`src/hba_pkg.sv`:
```
// Shared types, constants and codes for the heap block allocator.
// Used by the controller, the datapath and the top level; depends on nothing.
package hba_pkg;

  localparam int HEAP_BYTES = 1048576;
  localparam int MAX_BLOCKS = 64;
  localparam int IDX_W      = $clog2(MAX_BLOCKS);
  localparam int CNT_W      = IDX_W + 1;

  localparam logic CMD_ALLOC = 1'b0;
  localparam logic CMD_FREE  = 1'b1;

  localparam logic [1:0] ST_OK      = 2'd0;
  localparam logic [1:0] ST_ZERO    = 2'd1;
  localparam logic [1:0] ST_OOM     = 2'd2;
  localparam logic [1:0] ST_BADFREE = 2'd3;

  localparam logic [1:0] FIT_FIRST = 2'd0;
  localparam logic [1:0] FIT_BEST  = 2'd1;
  localparam logic [1:0] FIT_WORST = 2'd2;
  localparam logic [1:0] FIT_NEXT  = 2'd3;

  localparam logic [1:0] REG_FIT_MODE = 2'd0;
  localparam logic [1:0] REG_HEADER   = 2'd1;

  localparam logic [6:0] HDR_RESET = 7'd24;
  localparam logic [6:0] HDR_MIN   = 7'd8;
  localparam logic [6:0] HDR_MAX   = 7'd64;

  typedef struct packed {
    logic [19:0] data;
    logic [20:0] size;
    logic        free;
  } entry_t;

  typedef enum logic [3:0] {
    OP_NONE,
    OP_LOAD,
    OP_SCAN,
    OP_PICK,
    OP_SHIFT,
    OP_SPLITW,
    OP_WRA,
    OP_PEAK,
    OP_GROW,
    OP_MARK,
    OP_RCHK,
    OP_LCHK,
    OP_BAD,
    OP_EMIT
  } op_t;

  typedef struct packed {
    logic triv;
    logic is_alloc;
    logic scan_done;
    logic found;
    logic a_free;
    logic split_ok;
    logic grow_ok;
    logic right_ok;
    logic left_ok;
    logic nb_free;
    logic shift_done;
    logic out_free;
  } dp_status_t;

endpackage

```
`src/heap_block_allocator.sv`:
```
// Heap block allocator: keeps an address-ordered table of heap blocks and serves
// allocate and free items, one at a time.
// Channels: the input channel (in_valid, in_stall, cmd, request_size, block_addr)
// takes an item when in_valid is high and in_stall is low. The output channel
// (out_valid, out_stall, status, data_addr, was_split, was_grown, merges_done,
// peak_bytes) delivers one result per item when out_valid is high and out_stall low.
// The configuration channel (cfg_valid, cfg_ready, cfg_index, cfg_data) writes
// fit_mode at index 0 and header_bytes at index 1; cfg_ready is always high.
// The table scan reads the entries one by one through the single read port of the
// block table; a split, or the merges of a free, also shifts table entries through
// that port, one entry at a time.
// A new item is taken as soon as the previous one has left the sequencer, while
// its result may still wait in the output register.
// When the receiver stalls, the result stays in the output register and the
// following item finishes its work, then waits until the register is free.
// Reset (rst, synchronous) empties the table, zeroes heap top and peak, forgets
// the next-fit position, and sets fit_mode to 0 and header_bytes to 24.
module heap_block_allocator
  import hba_pkg::*;
(
  input  logic        clk,
  input  logic        rst,
  input  logic        in_valid,
  output logic        in_stall,
  input  logic        cmd,
  input  logic [20:0] request_size,
  input  logic [19:0] block_addr,
  output logic        out_valid,
  input  logic        out_stall,
  output logic [1:0]  status,
  output logic [19:0] data_addr,
  output logic        was_split,
  output logic        was_grown,
  output logic [1:0]  merges_done,
  output logic [20:0] peak_bytes,
  input  logic        cfg_valid,
  output logic        cfg_ready,
  input  logic [1:0]  cfg_index,
  input  logic [6:0]  cfg_data
);

  op_t        op;
  dp_status_t st;

  assign cfg_ready = 1'b1;

  hba_ctrl u_ctrl (
    .clk      (clk),
    .rst      (rst),
    .in_valid (in_valid),
    .in_stall (in_stall),
    .st       (st),
    .op       (op)
  );

  hba_datapath u_dp (
    .clk          (clk),
    .rst          (rst),
    .op           (op),
    .st           (st),
    .cmd          (cmd),
    .request_size (request_size),
    .block_addr   (block_addr),
    .cfg_valid    (cfg_valid),
    .cfg_index    (cfg_index),
    .cfg_data     (cfg_data),
    .out_valid    (out_valid),
    .out_stall    (out_stall),
    .status       (status),
    .data_addr    (data_addr),
    .was_split    (was_split),
    .was_grown    (was_grown),
    .merges_done  (merges_done),
    .peak_bytes   (peak_bytes)
  );

endmodule

```
`src/hba_ram.sv`:
```
// Generic single-write, single-read memory with registered read data.
// Stand-alone; no package dependencies.
module hba_ram #(
  parameter int WIDTH = 42,
  parameter int DEPTH = 64
) (
  input  logic                     clk,
  input  logic                     we,
  input  logic [$clog2(DEPTH)-1:0] waddr,
  input  logic [WIDTH-1:0]         wdata,
  input  logic [$clog2(DEPTH)-1:0] raddr,
  output logic [WIDTH-1:0]         rdata
);

  logic [WIDTH-1:0] mem [DEPTH];

  always_ff @(posedge clk) begin
    if (we) begin
      mem[waddr] <= wdata;
    end
    rdata <= mem[raddr];
  end

endmodule

```
`src/hba_ctrl.sv`:
```
// Sequencer for the heap block allocator: one state machine issuing datapath operations.
// Depends on hba_pkg for the operation codes and the datapath status struct.
module hba_ctrl
  import hba_pkg::*;
(
  input  logic       clk,
  input  logic       rst,
  input  logic       in_valid,
  output logic       in_stall,
  input  dp_status_t st,
  output op_t        op
);

  typedef enum logic [3:0] {
    S_IDLE, S_CHECK, S_SCAN, S_PICK, S_SPLITW, S_WRA, S_PEAK, S_GROW,
    S_MARK, S_RCHK, S_FWA, S_LCHK, S_SHIFT, S_BAD, S_FIN
  } state_t;

  state_t state, state_next, ret, ret_next;

  assign in_stall = (state != S_IDLE);

  always_comb begin
    state_next = state;
    ret_next   = ret;
    op         = OP_NONE;
    case (state)
      S_IDLE: begin
        if (in_valid) begin
          op         = OP_LOAD;
          state_next = S_CHECK;
        end
      end
      S_CHECK: state_next = st.triv ? S_FIN : S_SCAN;
      S_SCAN: begin
        op = OP_SCAN;
        if (st.scan_done) begin
          if (st.is_alloc) begin
            state_next = st.found ? S_PICK : S_GROW;
          end else begin
            state_next = (st.found && !st.a_free) ? S_MARK : S_BAD;
          end
        end
      end
      S_PICK: begin
        op = OP_PICK;
        if (st.split_ok) begin
          state_next = S_SHIFT;
          ret_next   = S_SPLITW;
        end else begin
          state_next = S_WRA;
        end
      end
      S_SPLITW: begin
        op         = OP_SPLITW;
        state_next = S_WRA;
      end
      S_WRA: begin
        op         = OP_WRA;
        state_next = S_PEAK;
      end
      S_PEAK: begin
        op         = OP_PEAK;
        state_next = S_FIN;
      end
      S_GROW: begin
        op         = OP_GROW;
        state_next = st.grow_ok ? S_PEAK : S_FIN;
      end
      S_MARK: begin
        op         = OP_MARK;
        state_next = st.right_ok ? S_RCHK : S_FWA;
      end
      S_RCHK: begin
        op         = OP_RCHK;
        state_next = st.nb_free ? S_SHIFT : S_FWA;
        ret_next   = S_FWA;
      end
      S_FWA: begin
        op         = OP_WRA;
        state_next = st.left_ok ? S_LCHK : S_FIN;
      end
      S_LCHK: begin
        op         = OP_LCHK;
        state_next = st.nb_free ? S_SHIFT : S_FIN;
        ret_next   = S_FIN;
      end
      S_SHIFT: begin
        op = OP_SHIFT;
        if (st.shift_done) begin
          state_next = ret;
        end
      end
      S_BAD: begin
        op         = OP_BAD;
        state_next = S_FIN;
      end
      S_FIN: begin
        if (st.out_free) begin
          op         = OP_EMIT;
          state_next = S_IDLE;
        end
      end
      default: state_next = S_IDLE;
    endcase
  end

  always_ff @(posedge clk) begin
    if (rst) begin
      state <= S_IDLE;
      ret   <= S_IDLE;
    end else begin
      state <= state_next;
      ret   <= ret_next;
    end
  end

endmodule

```
`src/hba_datapath.sv`:
```
// Datapath of the heap block allocator: block table memory, heap registers and result registers.
// Depends on hba_pkg and hba_ram; driven by hba_ctrl, which issues at most one operation per cycle.
module hba_datapath
  import hba_pkg::*;
(
  input  logic        clk,
  input  logic        rst,
  input  op_t         op,
  output dp_status_t  st,
  input  logic        cmd,
  input  logic [20:0] request_size,
  input  logic [19:0] block_addr,
  input  logic        cfg_valid,
  input  logic [1:0]  cfg_index,
  input  logic [6:0]  cfg_data,
  output logic        out_valid,
  input  logic        out_stall,
  output logic [1:0]  status,
  output logic [19:0] data_addr,
  output logic        was_split,
  output logic        was_grown,
  output logic [1:0]  merges_done,
  output logic [20:0] peak_bytes
);

  logic [1:0]       fit_mode;
  logic [6:0]       header_bytes;
  logic             cmd_r;
  logic [21:0]      need;
  logic [19:0]      target;
  logic [6:0]       hdr;
  logic [CNT_W-1:0] cnt;
  logic [20:0]      top;
  logic [IDX_W-1:0] rover;
  logic             rover_v;
  logic [20:0]      peak;
  logic [20:0]      total;
  logic [IDX_W-1:0] idx;
  logic [CNT_W-1:0] steps;
  logic             rd_pend;
  logic [IDX_W-1:0] rd_idx;
  logic             found_v;
  logic [IDX_W-1:0] found;
  logic [20:0]      best;
  entry_t           ent_a, ent_b;
  logic [IDX_W-1:0] sh_src, sh_dst;
  logic [CNT_W-1:0] sh_num;
  logic             sh_up, sh_pend;
  logic [1:0]       res_status;
  logic [19:0]      res_addr;
  logic             res_split, res_grown;
  logic [1:0]       res_merges;

  logic             ram_we;
  logic [IDX_W-1:0] ram_waddr, ram_raddr;
  entry_t           ram_wdata, rd;
  logic [$bits(entry_t)-1:0] ram_rbits;

  logic             rover_ok, fits, take, split_ok, grow_ok;
  logic [22:0]      req_round;
  logic [21:0]      need_in;
  logic [6:0]       hdr_in;
  logic [20:0]      left;
  logic [22:0]      grow_sum;
  logic [20:0]      grow_base;
  logic [21:0]      rsz, lsz, rtot, ltot;
  logic [IDX_W-1:0] found_p1, found_m1, idx_p1;
  logic [CNT_W-1:0] cnt_m1;

  function automatic logic [IDX_W-1:0] rover_adj(input logic [IDX_W-1:0] r,
                                                 input logic [IDX_W-1:0] j);
    logic [IDX_W-1:0] res;
    res = r;
    if (r == j) begin
      res = (j != '0) ? j - 1'b1 : '0;
    end else if (r > j) begin
      res = r - 1'b1;
    end
    return res;
  endfunction

  hba_ram #(.WIDTH($bits(entry_t)), .DEPTH(MAX_BLOCKS)) u_table (
    .clk   (clk),
    .we    (ram_we),
    .waddr (ram_waddr),
    .wdata (ram_wdata),
    .raddr (ram_raddr),
    .rdata (ram_rbits)
  );

  assign rd = entry_t'(ram_rbits);

  always_comb begin
    req_round = {2'b0, request_size} + 23'd3;
    need_in   = {req_round[21:2], 2'b00};
    if (header_bytes < HDR_MIN) begin
      hdr_in = HDR_MIN;
    end else if (header_bytes > HDR_MAX) begin
      hdr_in = HDR_MAX;
    end else begin
      hdr_in = header_bytes;
    end
  end

  assign rover_ok  = rover_v && ({1'b0, rover} < cnt);
  assign found_p1  = found + 1'b1;
  assign found_m1  = found - 1'b1;
  assign idx_p1    = idx + 1'b1;
  assign cnt_m1    = cnt - 1'b1;
  assign fits      = rd.free && ({1'b0, rd.size} >= need);
  assign left      = ent_a.size - need[20:0];
  assign split_ok  = (left > {14'b0, hdr + 7'd4}) && (cnt != CNT_W'(MAX_BLOCKS));
  assign grow_sum  = {2'b0, top} + {16'b0, hdr} + {1'b0, need};
  assign grow_ok   = (cnt != CNT_W'(MAX_BLOCKS)) && (grow_sum <= 23'(HEAP_BYTES));
  assign grow_base = top + {14'b0, hdr};
  assign rsz  = {2'b0, rd.data} + {1'b0, rd.size} - {2'b0, ent_a.data};
  assign lsz  = {2'b0, ent_a.data} + {1'b0, ent_a.size} - {2'b0, rd.data};
  assign rtot = {1'b0, total} + rsz - {1'b0, ent_a.size} - {1'b0, rd.size};
  assign ltot = {1'b0, total} + lsz - {1'b0, ent_a.size} - {1'b0, rd.size};

  always_comb begin
    if (cmd_r == CMD_ALLOC) begin
      case (fit_mode)
        FIT_BEST:  take = fits && (!found_v || (rd.size < best));
        FIT_WORST: take = fits && (!found_v || (rd.size > best));
        default:   take = fits && !found_v;
      endcase
    end else begin
      take = (rd.data == target) && !found_v;
    end
  end

  always_comb begin
    ram_we    = 1'b0;
    ram_waddr = found;
    ram_wdata = ent_a;
    ram_raddr = idx;
    case (op)
      OP_SCAN:  ram_raddr = idx;
      OP_SHIFT: begin
        ram_raddr = sh_src;
        ram_we    = sh_pend;
        ram_waddr = sh_dst;
        ram_wdata = rd;
      end
      OP_SPLITW: begin
        ram_we    = 1'b1;
        ram_waddr = found_p1;
        ram_wdata = ent_b;
      end
      OP_WRA: begin
        ram_we    = 1'b1;
        ram_raddr = found_m1;
      end
      OP_GROW: begin
        ram_we    = grow_ok;
        ram_waddr = cnt[IDX_W-1:0];
        ram_wdata = '{data: grow_base[19:0], size: need[20:0], free: 1'b0};
      end
      OP_MARK:  ram_raddr = found_p1;
      OP_LCHK: begin
        ram_we    = rd.free;
        ram_waddr = found_m1;
        ram_wdata = '{data: rd.data, size: lsz[20:0], free: 1'b1};
      end
      default: ram_we = 1'b0;
    endcase
  end

  always_comb begin
    st.triv       = (cmd_r == CMD_ALLOC) ? (need == '0) : (target == '0);
    st.is_alloc   = (cmd_r == CMD_ALLOC);
    st.scan_done  = (steps == cnt) && !rd_pend;
    st.found      = found_v;
    st.a_free     = ent_a.free;
    st.split_ok   = split_ok;
    st.grow_ok    = grow_ok;
    st.right_ok   = ({1'b0, found} + 1'b1) < cnt;
    st.left_ok    = (found != '0);
    st.nb_free    = rd.free;
    st.shift_done = (sh_num == '0) && !sh_pend;
    st.out_free   = !out_valid || !out_stall;
  end

  always_ff @(posedge clk) begin
    if (rst) begin
      fit_mode     <= FIT_FIRST;
      header_bytes <= HDR_RESET;
      cnt          <= '0;
      top          <= '0;
      rover        <= '0;
      rover_v      <= 1'b0;
      peak         <= '0;
      total        <= '0;
      rd_pend      <= 1'b0;
      sh_pend      <= 1'b0;
      sh_num       <= '0;
      out_valid    <= 1'b0;
    end else begin
      if (cfg_valid && cfg_index == REG_FIT_MODE) begin
        fit_mode <= cfg_data[1:0];
      end
      if (cfg_valid && cfg_index == REG_HEADER) begin
        header_bytes <= cfg_data;
      end
      if (out_valid && !out_stall && op != OP_EMIT) begin
        out_valid <= 1'b0;
      end
      case (op)
        OP_LOAD: begin
          cmd_r      <= cmd;
          need       <= need_in;
          target     <= block_addr;
          hdr        <= hdr_in;
          steps      <= '0;
          rd_pend    <= 1'b0;
          found_v    <= 1'b0;
          res_status <= (cmd == CMD_ALLOC && request_size == '0) ? ST_ZERO : ST_OK;
          res_addr   <= '0;
          res_split  <= 1'b0;
          res_grown  <= 1'b0;
          res_merges <= '0;
          if (cmd == CMD_ALLOC && request_size != '0 && fit_mode == FIT_NEXT) begin
            if (rover_ok) begin
              idx <= rover;
            end else begin
              idx     <= '0;
              rover_v <= 1'b0;
            end
          end else begin
            idx <= '0;
          end
        end
        OP_SCAN: begin
          if (rd_pend && take) begin
            found_v <= 1'b1;
            found   <= rd_idx;
            ent_a   <= rd;
            best    <= rd.size;
          end
          if (steps != cnt) begin
            rd_pend <= 1'b1;
            rd_idx  <= idx;
            idx     <= ({1'b0, idx_p1} == cnt) ? '0 : idx_p1;
            steps   <= steps + 1'b1;
          end else begin
            rd_pend <= 1'b0;
          end
        end
        OP_PICK: begin
          res_addr <= ent_a.data;
          if (fit_mode == FIT_NEXT) begin
            rover   <= found;
            rover_v <= 1'b1;
          end
          ent_a.free <= 1'b0;
          if (split_ok) begin
            ent_a.size <= need[20:0];
          end
          ent_b   <= '{data: ent_a.data + need[19:0] + {13'b0, hdr},
                       size: left - {14'b0, hdr}, free: 1'b1};
          sh_src  <= cnt_m1[IDX_W-1:0];
          sh_num  <= cnt_m1 - {1'b0, found};
          sh_up   <= 1'b1;
          sh_pend <= 1'b0;
        end
        OP_SHIFT: begin
          if (sh_num != '0) begin
            sh_pend <= 1'b1;
            sh_dst  <= sh_up ? sh_src + 1'b1 : sh_src - 1'b1;
            sh_src  <= sh_up ? sh_src - 1'b1 : sh_src + 1'b1;
            sh_num  <= sh_num - 1'b1;
          end else begin
            sh_pend <= 1'b0;
          end
        end
        OP_SPLITW: begin
          cnt       <= cnt + 1'b1;
          total     <= total - {14'b0, hdr};
          res_split <= 1'b1;
          if (rover_v && rover > found) begin
            rover <= rover + 1'b1;
          end
        end
        OP_PEAK: begin
          if (total > peak) begin
            peak <= total;
          end
        end
        OP_GROW: begin
          if (fit_mode == FIT_NEXT) begin
            rover_v <= 1'b0;
          end
          if (grow_ok) begin
            res_addr  <= grow_base[19:0];
            top       <= grow_sum[20:0];
            cnt       <= cnt + 1'b1;
            total     <= total + need[20:0];
            res_grown <= 1'b1;
          end else begin
            res_status <= ST_OOM;
          end
        end
        OP_MARK: ent_a.free <= 1'b1;
        OP_RCHK: begin
          if (rd.free) begin
            ent_a.size <= rsz[20:0];
            total      <= rtot[20:0];
            res_merges <= res_merges + 1'b1;
            cnt        <= cnt_m1;
            if (rover_v) begin
              rover <= rover_adj(rover, found_p1);
            end
            sh_src  <= found + 2'd2;
            sh_num  <= cnt - {1'b0, found} - 2'd2;
            sh_up   <= 1'b0;
            sh_pend <= 1'b0;
          end
        end
        OP_LCHK: begin
          if (rd.free) begin
            total      <= ltot[20:0];
            res_merges <= res_merges + 1'b1;
            cnt        <= cnt_m1;
            if (rover_v) begin
              rover <= rover_adj(rover, found);
            end
            sh_src  <= found_p1;
            sh_num  <= cnt_m1 - {1'b0, found};
            sh_up   <= 1'b0;
            sh_pend <= 1'b0;
          end
        end
        OP_BAD: res_status <= ST_BADFREE;
        OP_EMIT: begin
          out_valid   <= 1'b1;
          status      <= res_status;
          data_addr   <= res_addr;
          was_split   <= res_split;
          was_grown   <= res_grown;
          merges_done <= res_merges;
          peak_bytes  <= peak;
        end
        default: begin
        end
      endcase
    end
  end

  a_cnt_bound: assert property (@(posedge clk) disable iff (rst)
    cnt <= CNT_W'(MAX_BLOCKS))
    else $error("block count exceeds table depth");

  a_rover_in_table: assert property (@(posedge clk) disable iff (rst)
    rover_v |-> ({1'b0, rover} < cnt))
    else $error("remembered block lies beyond the table");

  a_peak_covers: assert property (@(posedge clk) disable iff (rst)
    op == OP_PEAK |=> peak >= total)
    else $error("peak below current total after an allocation");

  a_top_limit: assert property (@(posedge clk) disable iff (rst)
    top <= 21'(HEAP_BYTES))
    else $error("heap top beyond heap size");

endmodule

```
`config.mk`:
```
export PLATFORM = sky130hd
export DESIGN_NAME = heap_block_allocator
export DESIGN_NICKNAME = d
export VERILOG_FILES = /design/src/hba_pkg.sv /design/src/heap_block_allocator.sv /design/src/hba_ram.sv /design/src/hba_ctrl.sv /design/src/hba_datapath.sv
export SDC_FILE = /design/constraint.sdc
export NUM_CORES = 2
export LEC_CHECK = 0
export ABC_CLOCK_PERIOD_IN_PS = 22000
export BUFFER_PORTS_ARGS = -buffer_cell sky130_fd_sc_hd__buf_4
export CORE_MARGIN = 5
export CORE_UTILIZATION = 26
export CTS_CLUSTER_SIZE = 8
export DETAILED_ROUTE_END_ITERATION = 6
export HOLD_SLACK_MARGIN = 0.08
export PLACE_DENSITY_LB_ADDON = 0.3
export SYNTH_ARGS = -nofsm -noshare
export SYNTH_HDL_FRONTEND = slang
export SYNTH_HIERARCHICAL = 1
export SYNTH_SLANG_ARGS = --single-unit
```
`constraint.sdc`:
```
create_clock -name clk -period 22 [get_ports clk]
set_input_delay 1.1 -clock clk [delete_from_list [all_inputs] [get_ports clk]]
set_output_delay 1.1 -clock clk [all_outputs]
set_load 0.1 [all_outputs]
```
==> results.ini <==
[run_status]
status = finished clean

[sta]
max_slew_margin_pct = 3.31
setup_viol = 0
fin_setup_tns_ns = 0
worstMarginPinSlew_ns = 1.45
fin_crit_ns = 8.62
finalCritPeriodShare_pct = 39.2
grt_setup_unrepaired = no
drv_slew = 0
fmax_mhz = 116
hold_violations = 0
clock_skew_ns = 0.134

[global_routing]
grt_pass1_vias = 79189
grt_usage_pct = 16.2
grt_pass1_wl_um = 619000
grt_start_max_net_pins = 143
grt_overflow = 0
antenna_found_initial = 18

[synthesis]
syn_inst = 7943
ys_seq_area_share_pct = 67.8
synth_ff_type = edfxtp_1
async_flop_share_pct = 0
postSynthRegisterBits = 3096
ys.warnings.count = 6
netlist_area_um2 = 135000
synth_edf_count = 2952
synth_nets = 8453
yosysUniqueCellTypes = 97
avgSynthCellArea_um2 = 17.0

[detailed_routing]
drt_iter0_markers = 8903
wl_per_cell_um = 28.6
wl_um = 444000
num_vias = 78619
ant_nets = 0
drtPass1Iterations = 6
avgViaCountPerCell = 5.06
drc = 0

[critical_path]
max_stage_delay_ns = 0.83
regToRegStartpoint = u_ctrl/state[0]
path_class = flop to flop
slowest_stage = buf_4
cp.arrival_ns = 9.49
rrSetupSlack_ns = 13.38
critPathRequiredTime_ns = 22.88
cpMostUsedCell = buf_4
startpoint_type = flop
crit_fanout = 85
path_cells = inv_1 > o21ai_0 > a32o_1 > nor2b_1 > nand2_1 > a21oi_1 > a21oi_1 > o21ai_4 > buf_12 > buf_4 > buf_4 > buf_4 > buf_4 > mux4_2 > o22ai_1 > nor3_1 > buf_4 > o22a_1
end_kind = flop
r2r_cells = 18
reg2reg_to = u_dp/u_table/rdata[34]

[final_layout]
syn_to_final_growth_pct = 17.2
layout-drive-gt1-share_pct = 19.9
final_core_util_pct = 30.6
nets = 8871

[clocking]
clk_path_buf_depth = 4
cts_resized = 0
clk_latency_ns = 1.04
cts_tree = yes
ctsHoldBuffers = 0
numCtsBuffers = 427
htreeDepth = 5
cts_root_buffer = clkbuf_16
postCtsSetupBuffers = 0
clk_pin_slew_ns = 0.05
clock_sinks = 3096

[floorplanning]
die_w_um = 730
core_area_um2 = 517000
start_util_pct = 26.1
rows = 264
die_area_um2 = 534000
ioPinCount = 106
die_y_um = 730

[placed_design]
place_congestion = 0.894
placement.io_buffers = 104
hpwl_um = 273000

[hold_path]
min_from = block_addr[11]
hp-class = primary input to flop
holdPathStages = 1
min_to = u_dp/target[11]

[flow_run]
cap_violations = 0

-- metrics by stage --
stage	instance area (um^2)	setup WS, ns	cells	hold WS, ns
after CTS	158000	13.30	15545	0.244
after detailed placement	146000	12.67	14848	0.407
after global placement	146000	12.76	14846	0.403
after global routing	158000	12.56	15545	0.282
final	158000	13.38	15551	0.326
after floorplan	135000	14.31	7943	0.400
-- worst max-delay path by stage --
stage / from / end / slack [ns] / depth (start not counted)
finish: u_ctrl/state[0] / u_dp/u_table/rdata[34] / 13.38 / 18
global route: u_ctrl/state[0] / u_dp/u_table/rdata[34] / 12.56 / 18
CTS: u_ctrl/state[0] / u_dp/u_table/rdata[39] / 13.30 / 18
detailed placement: out_stall / u_dp/u_table/rdata[39] / 12.67 / 21
global placement: out_stall / u_dp/u_table/rdata[34] / 12.76 / 21
floorplan: u_dp/hdr[1] / u_dp/u_table/mem[48][0] / 14.31 / 16
-- synthesized netlist by cell type, types with 35 or more instances --
library cell / instances / area (um^2)
xnor2_1: 188 / 1650
nor2_1: 407 / 1530
nand2_1: 203 / 762
o22a_1: 35 / 307
nor3_1: 116 / 581
dfxtp_1: 144 / 2880
mux2_2: 52 / 586
buf_4: 49 / 368
nand2b_1: 45 / 282
clkbuf_1: 179 / 672
mux2i_1: 135 / 1350
a22oi_1: 75 / 563
nand3_1: 97 / 485
inv_1: 414 / 1550
xor2_1: 99 / 867
o21a_1: 39 / 293
edfxtp_1: 2952 / 88600
a31oi_1: 48 / 300
mux4_2: 637 / 14300
o22ai_1: 215 / 1350
a21oi_1: 234 / 1170
o221ai_1: 52 / 455
a211oi_1: 86 / 646
ha_1: 334 / 4180
o21ai_0: 181 / 906
a21o_1: 74 / 556
nor2b_1: 87 / 544
fa_1: 120 / 2400
nor4_1: 50 / 313
nand4_1: 62 / 388
buf_2: 97 / 485
-- critical path: cells and delay by family (launching register included) --
family / cells / cell delay, ns
buffers and inverters: 7 / 3.88
AOI/OAI and AO/OA: 7 / 1.83
and+or+nand+nor: 3 / 1.00
DFF: 1 / 0.82
muxes: 1 / 0.60
-- cell families (layout without fill, tap and decap cells) --
group	Yosys count	count (layout)	share of synthesized area [%]
flops	3096	3096	67.8
compound gates	1262	1262	6.33
simple gates	1218	1218	4.41
mux	824	824	12.1
buf+inv	799	1485	2.61
fa+ha+maj	455	455	4.88
xor+xnor	288	288	1.88
other cells	1	7	0.00278
-- cells in the final DEF (no fill, tap or decap), drive strengths merged, types with 74 or more instances in the layout --
cell	Yosys	layout
a211oi	86	86
a21o	74	74
a21oi	235	235
a22oi	75	75
buf	196	368
clkbuf	183	669
dfxtp	144	144
edfxtp	2952	2952
fa	120	120
ha	334	334
inv	414	420
mux2i	135	135
mux4	637	637
nand2	205	205
nand3	97	97
nor2	408	408
nor2b	87	87
nor3	116	116
o21ai	182	182
o22ai	215	215
xnor2	188	188
xor2	99	99
-- state kept, by name, indices dropped and copies added (netlist names), 7 cells and up --
signal,count
u_dp/best,21
u_dp/cnt,7
u_dp/data_addr,20
u_dp/ent_a,41
u_dp/ent_b,41
u_dp/hdr,7
u_dp/header_bytes,7
u_dp/need,20
u_dp/peak,21
u_dp/peak_bytes,21
u_dp/res_addr,20
u_dp/sh_num,7
u_dp/steps,7
u_dp/target,20
u_dp/top,21
u_dp/total,21
u_dp/u_table/mem,2688
u_dp/u_table/rdata,42
-- layer usage --
metal	up-vias	routed length [um]	GRT usage (%)
li1	32515	-	-
met1	41831	187000	22.2
met2	3589	207000	26.0
met3	682	36000	2.88
met4	2	14300	4.89
met5	-	10	0
-- final cells by class --
class | instances | area [um^2]
fillers | 50590 | 359000
flip-flops and latches | 3096 | 91500
multi-input cells | 4048 | 41200
clock buffers | 669 | 11700
well taps | 6916 | 8650
repair buffers | 368 | 2880
inverters | 420 | 1580
clock inverters | 28 | 689
diodes | 6 | 15.0
Power is left out: the tool's default activity adds up to more than one toggle a clock period on the data nets, which glitch-free logic cannot reach.
